`config.mk`:
```
export PLATFORM = sky130hd
export DESIGN_NAME = timeout_channel_bank_core
export DESIGN_NICKNAME = d
export VERILOG_FILES = /design/src/rtl/core/tcb_pkg.sv /design/src/rtl/core/timeout_channel_bank_core.sv /design/src/rtl/core/tcb_front.sv /design/src/rtl/core/tcb_back.sv
export SDC_FILE = /design/constraint.sdc
export NUM_CORES = 2
export LEC_CHECK = 0
export BUFFER_PORTS_ARGS = -buffer_cell sky130_fd_sc_hd__buf_4
export CAP_MARGIN = 20
export CORE_MARGIN = 3
export CORE_UTILIZATION = 51
export DETAILED_ROUTE_END_ITERATION = 10
export GPL_TIMING_DRIVEN = 0
export PLACE_DENSITY_LB_ADDON = 0.1
export SLEW_MARGIN = 10
export SYNTH_ARGS = -nofsm -noshare
export SYNTH_HDL_FRONTEND = slang
export SYNTH_HIERARCHICAL = 1
export SYNTH_SLANG_ARGS = --single-unit
```
`constraint.sdc`:
```
create_clock -name clk -period 12.9 [get_ports clk]
set_input_delay 1.935 -clock clk [delete_from_list [all_inputs] [get_ports clk]]
set_output_delay 1.935 -clock clk [all_outputs]
set_load 0.1 [all_outputs]
```
`src/rtl/core/tcb_pkg.sv`:
```
// Shared types, constants and helper functions of the timeout channel bank.
`default_nettype none

package tcb_pkg;

  // Bank size and width of the shared time counter.
  localparam int CHANNELS    = 16;
  localparam int TIME_BITS   = 32;
  localparam int CH_W        = (CHANNELS > 1) ? $clog2(CHANNELS) : 1;

  // Depth of the command queue between front and back.
  localparam int QUEUE_DEPTH = 2;
  localparam int QPTR_W      = (QUEUE_DEPTH > 1) ? $clog2(QUEUE_DEPTH) : 1;
  localparam int QCNT_W      = $clog2(QUEUE_DEPTH + 1);

  typedef logic [TIME_BITS-1:0] time_t;
  localparam time_t TIME_MAX = '1;

  // Operation codes.
  localparam logic [2:0] OP_TICK    = 3'd0;
  localparam logic [2:0] OP_START   = 3'd1;
  localparam logic [2:0] OP_RESTART = 3'd2;
  localparam logic [2:0] OP_STOP    = 3'd3;
  localparam logic [2:0] OP_RAISE   = 3'd4;
  localparam logic [2:0] OP_TAKE    = 3'd5;
  localparam logic [2:0] OP_SET     = 3'd6;
  localparam logic [2:0] OP_DEFINE  = 3'd7;

  // Input item as seen on the port.
  typedef struct packed {
    logic [2:0]  opcode;
    logic [3:0]  channel;
    logic [23:0] length;
    logic        flag;
  } in_item_t;

  // Result item as seen on the port.
  typedef struct packed {
    logic [3:0]  echo_channel;
    logic        is_started;
    logic        is_signaled;
    logic        was_triggered;
    logic [23:0] length_now;
    logic [15:0] fired_mask;
    logic [31:0] time_now;
  } out_item_t;

  // Decoded command held in the queue.
  typedef struct packed {
    logic            is_tick;
    logic            in_range;
    logic [2:0]      op;
    logic [3:0]      channel;
    logic [CH_W-1:0] chan_idx;
    logic [23:0]     length;
    logic            flag;
  } cmd_t;

  // Saturating add onto the time counter.
  function automatic time_t sat_add(input time_t a, input logic [63:0] b);
    logic [64:0] s;
    begin
      s = 65'(a) + 65'(b);
      if (s > 65'(TIME_MAX)) begin
        return TIME_MAX;
      end
      return s[TIME_BITS-1:0];
    end
  endfunction

  // Channel field to an index into the bank.
  function automatic logic [CH_W-1:0] chan_idx(input logic [3:0] ch);
    logic [63:0] w;
    begin
      w = 64'(ch);
      return w[CH_W-1:0];
    end
  endfunction

  // Low sixteen bits of a per-channel vector.
  function automatic logic [15:0] low16(input logic [CHANNELS-1:0] f);
    logic [63:0] w;
    begin
      w = 64'(f);
      return w[15:0];
    end
  endfunction

  // Low thirty-two bits of the time counter.
  function automatic logic [31:0] low32(input time_t t);
    logic [63:0] w;
    begin
      w = 64'(t);
      return w[31:0];
    end
  endfunction

endpackage

`default_nettype wire

```
`src/rtl/core/timeout_channel_bank_core.sv`:
```
// Top level of the timeout channel bank: front end, command queue and back end.
//
// Usage: drive in_item and raise start; the transfer happens at a rising edge
// where start is high and busy is low. The front end decodes the item into a
// two-entry command queue, so busy rises only when that queue is full.
// Each item yields exactly one result, shown on out_item for one cycle while
// out_valid is high; the receiver must take it then, it cannot stall.
// A channel command is executed once it heads the queue and the back end is
// idle; its result is registered. A tick first updates the time counter, then
// checks the channels one per cycle in the scan state; its result is
// registered with the check of the last channel. The back end handles one
// command at a time and pops none while a tick scans, one channel at a time,
// set by the single read port of the per-channel state. tick_step is written
// via cfg_we and cfg_wdata; the user must do so only while idle (not enforced).
// A synchronous reset (rst_n low) empties the queue, sets the time counter to
// zero, stops and clears every channel with length zero, and sets tick_step
// to one.
`default_nettype none

module timeout_channel_bank_core (
  input  wire logic          clk,
  input  wire logic          rst_n,
  input  wire logic          start,
  input  wire tcb_pkg::in_item_t in_item,
  output logic               busy,
  output logic               out_valid,
  output tcb_pkg::out_item_t out_item,
  input  wire logic          cfg_we,
  input  wire logic [15:0]   cfg_wdata
);

  tcb_pkg::cmd_t head;
  logic          head_valid;
  logic          pop;

  tcb_front u_front (
    .clk        (clk),
    .rst_n      (rst_n),
    .start      (start),
    .in_item    (in_item),
    .busy       (busy),
    .head_valid (head_valid),
    .head       (head),
    .pop        (pop)
  );

  tcb_back u_back (
    .clk        (clk),
    .rst_n      (rst_n),
    .head_valid (head_valid),
    .head       (head),
    .pop        (pop),
    .cfg_we     (cfg_we),
    .cfg_wdata  (cfg_wdata),
    .out_valid  (out_valid),
    .out_item   (out_item)
  );

endmodule

`default_nettype wire

```
`src/rtl/core/tcb_front.sv`:
```
// Front end: accepts items, decodes them and queues the commands.
`default_nettype none

module tcb_front (
  input  wire logic          clk,
  input  wire logic          rst_n,
  input  wire logic          start,
  input  wire tcb_pkg::in_item_t in_item,
  output logic               busy,
  output logic               head_valid,
  output tcb_pkg::cmd_t      head,
  input  wire logic          pop
);

  tcb_pkg::cmd_t                  q_r [tcb_pkg::QUEUE_DEPTH];
  logic [tcb_pkg::QPTR_W-1:0]     wr_ptr_r;
  logic [tcb_pkg::QPTR_W-1:0]     rd_ptr_r;
  logic [tcb_pkg::QCNT_W-1:0]     count_r;
  logic [tcb_pkg::QCNT_W-1:0]     count_nxt;
  tcb_pkg::cmd_t                  dec;
  logic                           push;

  // Classify the incoming item.
  always_comb begin
    dec.is_tick  = (in_item.opcode == tcb_pkg::OP_TICK);
    dec.in_range = (32'(in_item.channel) < 32'(tcb_pkg::CHANNELS));
    dec.op       = in_item.opcode;
    dec.channel  = in_item.channel;
    dec.chan_idx = tcb_pkg::chan_idx(in_item.channel);
    dec.length   = in_item.length;
    dec.flag     = in_item.flag;
  end

  assign busy       = (count_r == tcb_pkg::QCNT_W'(tcb_pkg::QUEUE_DEPTH));
  assign push       = start && !busy;
  assign head_valid = (count_r != '0);
  assign head       = q_r[rd_ptr_r];

  always_comb begin
    count_nxt = count_r;
    if (push && !pop) begin
      count_nxt = count_r + 1'b1;
    end else if (pop && !push) begin
      count_nxt = count_r - 1'b1;
    end
  end

  // Queue storage; each transfer writes at the tail.
  always_ff @(posedge clk) begin
    if (push) begin
      q_r[wr_ptr_r] <= dec;
    end
  end

  // Queue pointers and fill count.
  always_ff @(posedge clk) begin
    if (!rst_n) begin
      wr_ptr_r <= '0;
      rd_ptr_r <= '0;
      count_r  <= '0;
    end else begin
      count_r <= count_nxt;
      if (push) begin
        wr_ptr_r <= (wr_ptr_r == tcb_pkg::QPTR_W'(tcb_pkg::QUEUE_DEPTH - 1)) ?
                    '0 : wr_ptr_r + 1'b1;
      end
      if (pop) begin
        rd_ptr_r <= (rd_ptr_r == tcb_pkg::QPTR_W'(tcb_pkg::QUEUE_DEPTH - 1)) ?
                    '0 : rd_ptr_r + 1'b1;
      end
    end
  end

endmodule

`default_nettype wire

```
`src/rtl/core/tcb_back.sv`:
```
// Back end: executes queued commands on the channel bank and the time counter.
`default_nettype none

module tcb_back (
  input  wire logic          clk,
  input  wire logic          rst_n,
  input  wire logic          head_valid,
  input  wire tcb_pkg::cmd_t head,
  output logic               pop,
  input  wire logic          cfg_we,
  input  wire logic [15:0]   cfg_wdata,
  output logic               out_valid,
  output tcb_pkg::out_item_t out_item
);

  localparam logic ST_IDLE = 1'b0;
  localparam logic ST_SCAN = 1'b1;

  logic                            state_r;
  logic [15:0]                     tick_step_r;
  tcb_pkg::time_t                  time_r;
  logic [23:0]                     len_r [tcb_pkg::CHANNELS];
  tcb_pkg::time_t                  dl_r  [tcb_pkg::CHANNELS];
  logic [tcb_pkg::CHANNELS-1:0]    started_r;
  logic [tcb_pkg::CHANNELS-1:0]    sig_r;
  logic [tcb_pkg::CH_W-1:0]        idx_r;
  logic [tcb_pkg::CHANNELS-1:0]    fired_r;
  logic                            out_valid_r;
  tcb_pkg::out_item_t              out_item_r;

  logic                            state_nxt;
  tcb_pkg::time_t                  time_nxt;
  logic [tcb_pkg::CH_W-1:0]        idx_nxt;
  logic [tcb_pkg::CHANNELS-1:0]    fired_nxt;
  logic                            out_valid_nxt;
  tcb_pkg::out_item_t              out_item_nxt;

  logic [tcb_pkg::CH_W-1:0]        rd_idx;
  logic [23:0]                     len_c;
  tcb_pkg::time_t                  dl_c;
  logic                            st_c;
  logic                            sg_c;
  logic                            we;
  logic [23:0]                     wl;
  tcb_pkg::time_t                  wd;
  logic                            ws;
  logic                            wg;
  logic                            trig;
  logic                            fire;
  logic                            expire;
  logic [23:0]                     new_len;
  logic [tcb_pkg::CHANNELS-1:0]    fired_or;
  logic                            scan_last;
  tcb_pkg::out_item_t              op_res;

  assign pop       = (state_r == ST_IDLE) && head_valid;
  assign rd_idx    = (state_r == ST_SCAN) ? idx_r : head.chan_idx;
  assign len_c     = len_r[rd_idx];
  assign dl_c      = dl_r[rd_idx];
  assign st_c      = started_r[rd_idx];
  assign sg_c      = sig_r[rd_idx];
  assign new_len   = (head.length != 24'd0) ? head.length : len_c;
  assign scan_last = (idx_r == tcb_pkg::CH_W'(tcb_pkg::CHANNELS - 1));
  assign expire    = (state_r == ST_SCAN) && st_c && !sg_c && (dl_c <= time_r);
  assign fired_or  = fired_r | ({{(tcb_pkg::CHANNELS-1){1'b0}}, expire} << idx_r);

  // Next value of the one channel entry touched this cycle.
  always_comb begin
    we   = 1'b0;
    wl   = len_c;
    wd   = dl_c;
    ws   = st_c;
    wg   = sg_c;
    trig = 1'b0;
    fire = 1'b0;
    if (state_r == ST_SCAN) begin
      we = expire;
      ws = 1'b0;
      wg = 1'b1;
    end else if (pop && !head.is_tick && head.in_range) begin
      we = 1'b1;
      case (head.op)
        tcb_pkg::OP_START: begin
          if (!st_c) begin
            wd = tcb_pkg::sat_add(time_r, 64'(len_c));
            wg = 1'b0;
            ws = 1'b1;
          end
        end
        tcb_pkg::OP_RESTART: begin
          wl = new_len;
          wd = tcb_pkg::sat_add(time_r, 64'(new_len));
          wg = 1'b0;
          ws = 1'b1;
        end
        tcb_pkg::OP_STOP: begin
          if (st_c) begin
            wd = '0;
            wg = 1'b0;
            ws = 1'b0;
          end
        end
        tcb_pkg::OP_RAISE: begin
          if (len_c < head.length) begin
            wl = head.length;
          end
        end
        tcb_pkg::OP_TAKE: begin
          trig = sg_c;
          wg   = 1'b0;
        end
        tcb_pkg::OP_SET: begin
          wg = head.flag;
          if (head.flag && st_c) begin
            ws   = 1'b0;
            fire = 1'b1;
          end
        end
        tcb_pkg::OP_DEFINE: begin
          wl = head.length;
          wg = head.flag;
          ws = 1'b0;
          wd = '0;
        end
        default: begin
          we = 1'b0;
        end
      endcase
    end
  end

  // Result of a single-channel command.
  always_comb begin
    op_res              = '0;
    op_res.echo_channel = head.channel;
    op_res.time_now     = tcb_pkg::low32(time_r);
    if (head.in_range) begin
      op_res.is_started    = ws;
      op_res.is_signaled   = wg;
      op_res.was_triggered = trig;
      op_res.length_now    = wl;
      op_res.fired_mask    = tcb_pkg::low16(
        {{(tcb_pkg::CHANNELS-1){1'b0}}, fire} << head.chan_idx);
    end
  end

  // Tick scan sequencer, time counter and result register next values.
  always_comb begin
    state_nxt     = state_r;
    time_nxt      = time_r;
    idx_nxt       = idx_r;
    fired_nxt     = fired_r;
    out_valid_nxt = 1'b0;
    out_item_nxt  = out_item_r;
    case (state_r)
      ST_IDLE: begin
        if (pop) begin
          if (head.is_tick) begin
            time_nxt  = tcb_pkg::sat_add(time_r, 64'(tick_step_r));
            idx_nxt   = '0;
            fired_nxt = '0;
            state_nxt = ST_SCAN;
          end else begin
            out_valid_nxt = 1'b1;
            out_item_nxt  = op_res;
          end
        end
      end
      ST_SCAN: begin
        fired_nxt = fired_or;
        idx_nxt   = idx_r + 1'b1;
        if (scan_last) begin
          state_nxt               = ST_IDLE;
          out_valid_nxt           = 1'b1;
          out_item_nxt            = '0;
          out_item_nxt.fired_mask = tcb_pkg::low16(fired_or);
          out_item_nxt.time_now   = tcb_pkg::low32(time_r);
        end
      end
      default: begin
        state_nxt = ST_IDLE;
      end
    endcase
  end

  // Channel bank, time counter, tick scan sequencer and result register.
  always_ff @(posedge clk) begin
    if (!rst_n) begin
      state_r     <= ST_IDLE;
      tick_step_r <= 16'd1;
      time_r      <= '0;
      started_r   <= '0;
      sig_r       <= '0;
      idx_r       <= '0;
      fired_r     <= '0;
      out_valid_r <= 1'b0;
      out_item_r  <= '0;
      for (int i = 0; i < tcb_pkg::CHANNELS; i++) begin
        len_r[i] <= '0;
        dl_r[i]  <= '0;
      end
    end else begin
      state_r     <= state_nxt;
      time_r      <= time_nxt;
      idx_r       <= idx_nxt;
      fired_r     <= fired_nxt;
      out_valid_r <= out_valid_nxt;
      out_item_r  <= out_item_nxt;
      if (cfg_we) begin
        tick_step_r <= cfg_wdata;
      end
      if (we) begin
        len_r[rd_idx]     <= wl;
        dl_r[rd_idx]      <= wd;
        started_r[rd_idx] <= ws;
        sig_r[rd_idx]     <= wg;
      end
    end
  end

  assign out_valid = out_valid_r;
  assign out_item  = out_item_r;

endmodule

`default_nettype wire

```
==> results.ini <==
[logic_synthesis]
synth_top_area_cell = edfxtp_1
synth-async-reset-ratio_pct = 0
synth_top_area_share_pct = 52.6
yosys.area_share.simple_pct = 12.5
ys.warnings.count = 6
synth_top_family_by_area = simple AND/OR/NAND/NOR gates
synth_area_leaders = edfxtp_1, mux4_2, nor2_1
synth-edff-count = 962
ys_ff_latch = 1148
seq_area_frac_synth_pct = 59.3
ys.flop_type = edfxtp_1
avgSynthCellArea_um2 = 12.3
syn_inst = 4483
yosysUniqueCellTypes = 92
synthMuxAreaShare_pct = 11.8
syn-num-nets = 4671
synth_xor_area_share_pct = 0.765
synthAdderAreaFrac_pct = 3.14
netlist_area_um2 = 55000
synth-compound-area-share_pct = 9.00

[global_routing]
antenna_found_initial = 5
grt_start_max_net_pins = 40
grt_usage_pct = 34.3
grt_overflow = 0
grt_pass1_wl_um = 274000
first_global_vias = 38400

[sta]
finalCritPeriodShare_pct = 79.6
relSlewSlack_pct = 18.0
rsz0062_at_grt = no
final_hold_viol_count = 0
fin_crit_ps = 10270
fin_skew_ps = 79.2
whs_ps = 454
setup-violations-final = 0
worstMarginPinSlew_ps = 1230
finalMaxSlewViolations = 0
fmax_ghz = 0.0974

[placement]
numPortBuffers = 131
gp_congestion = 0.974
dpl-instance-area_um2 = 59300
dp_hpwl_um = 139000

[floorplanning]
die_width_um = 334
start_util_pct = 51.8
std_cell_rows = 119
io_pins = 133
die_h_um = 334
die-area_um2 = 112000
coreArea_um2 = 106000

[routing]
wl_um = 193000
drc_errors = 0
wl_per_cell_um = 30.7
avgViaCountPerCell = 6.41
vias = 40300
ant_nets = 0
drt_iter0_markers = 5453
firstDrtPassIters = 6

[worst_hold_path]
hold_path.class = register to register
min_to = u_back/out_item[25]
worstHoldPathCells = 2
min_from = u_back/out_item[25]

[clock_network]
clock_latency_ps = 760
h-tree-depth = 3
cts_buffer_depth = 3
cts_tree = done
ctsHoldBuffers = 0
root_buffer = clkbuf_16
numClockSinks = 1148
postCtsSetupBuffers = 0
path_clk_slew_ps = 60
cts_buffers = 116
cts_resized = 0

[setup_path]
worstPathRequired_ps = 13380
r2r_cells = 27
critPathArrivalTime_ps = 10740
r2r-end = u_back/dl_r[7][3]
critPathLaunchType = register
cp_max_fo = 10
rrSetupSlack_ps = 2630
cp-end-kind = register
worstSetupPathType = register to register

[power]
ir_drop_v = 0.000131
finalPower_mw = 14.2
powerDensity_nw_per_um2 = 226
p_leak_nw = 23.0

[run]
cap_violations = 0

[layout]
finish.instance_area_um2 = 63000
drive_above_1_share_pct = 18.3
area_delta_synth_final_pct = 14.7
nets = 4987
fin_util_pct = 59.4

[outcome]
status = finished clean

==> per-stage QoR <==
stage               std cells  setup TNS (ps)  setup WS, ps
CTS                      6281               0          2970
global route             6284               0          2360
finish                   6287               0          2630
detailed placement       6069               0          3000
floorplan                4483               0          3460
global placement         6005        -3412400         -5060
==> cell usage after synthesis, types with 11 or more instances <==
| library cell | count |
|---|---|
| nor2_1 | 1038 |
| edfxtp_1 | 962 |
| nand2_1 | 301 |
| a21oi_1 | 225 |
| mux4_2 | 213 |
| dfxtp_1 | 186 |
| buf_2 | 150 |
| clkbuf_1 | 135 |
| ha_1 | 133 |
| o21ai_0 | 130 |
| a22oi_1 | 88 |
| mux2i_1 | 79 |
| inv_1 | 70 |
| nor3_1 | 59 |
| o22ai_1 | 47 |
| a21o_1 | 43 |
| nand3_1 | 42 |
| a211oi_1 | 36 |
| buf_4 | 34 |
| mux2_2 | 32 |
| nand4_1 | 25 |
| xnor2_1 | 25 |
| and2_1 | 24 |
| xor2_1 | 23 |
| a31oi_1 | 22 |
| and3_1 | 21 |
| nor2b_1 | 21 |
| mux2i_4 | 20 |
| o21a_1 | 20 |
| buf_1 | 19 |
| o211ai_1 | 14 |
| a311oi_1 | 12 |
| nor4_1 | 12 |
| or3_1 | 11 |
==> registers in the layout (all words and copies together) (netlist names), 2 cells and up, named ones only <==
register	cells
u_back/idx_r	4
u_back/len_r	384
u_back/fired_r	16
u_front/q_r	66
u_back/tick_step_r	16
u_back/sig_r	16
u_back/started_r	16
u_back/time_r	32
u_back/out_item	79
u_front/count_r	2
u_back/dl_r	512
==> power by group <==
group,switching [mW],internal (mW),leakage (nW)
combinational,4.57,1.97,9.80
sequential,0.131,4.27,11.4
clock,1.46,1.83,1.77
total,6.16,8.07,23.0
==> cell families (layout without fill, tap and decap cells) <==
kind of cell    after synthesis  after routing
compound gates              758            758
xor+xnor                     48             48
fa+ha+maj                   136            136
buf+inv                     417            827
flops                      1148           1148
mux                         349            349
other cells                   1              4
simple gates               1626           1626
==> final cells by class <==
| class | count | area [µm²] |
|---|---|---|
| Antenna cell | 3 | 7.51 |
| Buffer | 345 | 1670 |
| Clock buffer | 156 | 3140 |
| Clock inverter | 56 | 528 |
| Fill cell | 8653 | 43100 |
| Inverter | 72 | 270 |
| Multi-Input combinational cell | 2918 | 20600 |
| Sequential cell | 1148 | 32600 |
| Tap cell | 1391 | 1740 |
| Timing Repair Buffer | 198 | 2430 |
==> worst max-delay path, stage by stage (launching register included) <==
cell	delay, ps
dfxtp_1	320
buf_2	180
buf_4	220
mux2_2	380
clkbuf_1	320
mux2i_2	920
buf_2	480
buf_2	270
buf_2	390
buf_2	500
mux4_2	370
o22ai_1	430
nor2_1	410
nand2_1	160
nand2_1	160
fa_1	460
a21oi_1	210
o21ai_0	150
o21ai_0	610
a21oi_1	360
a211o_1	400
buf_2	210
nand2_1	250
clkbuf_1	430
a21oi_1	130
nor2_1	790
buf_2	380
nor2_1	80
==> cells in the final DEF (no fill, tap or decap), types with 25 or more instances in the layout <==
cell and n:
buf_4 170, a21o_1 43, buf_2 151, clkbuf_1 165, mux4_2 213, clkbuf_16 117
edfxtp_1 962, mux2i_1 79, nor3_1 57, nand2_1 299, o22ai_1 47, a22oi_1 88
buf_16 35, ha_1 133, nand3_1 42, a21oi_1 224, xnor2_1 25, nor2_1 1034
nand4_1 25, o21ai_0 116, dfxtp_1 186, a211oi_1 36, mux2_2 32, inv_1 70
==> worst max-delay path by stage <==
| stage | end | from | slack (ps) |
|---|---|---|---|
| floorplan | u_back/dl_r[0][0] | register | 3460 |
| global placement | u_back/dl_r[5][3] | register | -5060 |
| detailed placement | u_back/dl_r[7][3] | register | 3000 |
| CTS | u_back/dl_r[7][3] | register | 2970 |
| global route | u_back/dl_r[6][3] | register | 2360 |
| finish | u_back/dl_r[7][3] | register | 2630 |
==> layer usage <==
| metal | GRT usage, % | routed length (µm) |
|---|---|---|
| met1 | 46.7 | 72900 |
| met2 | 52.5 | 86300 |
| met3 | 8.25 | 23300 |
| met4 | 15.7 | 10500 |
| met5 | 0 | 10 |
(Power assumes the default switching activity.)
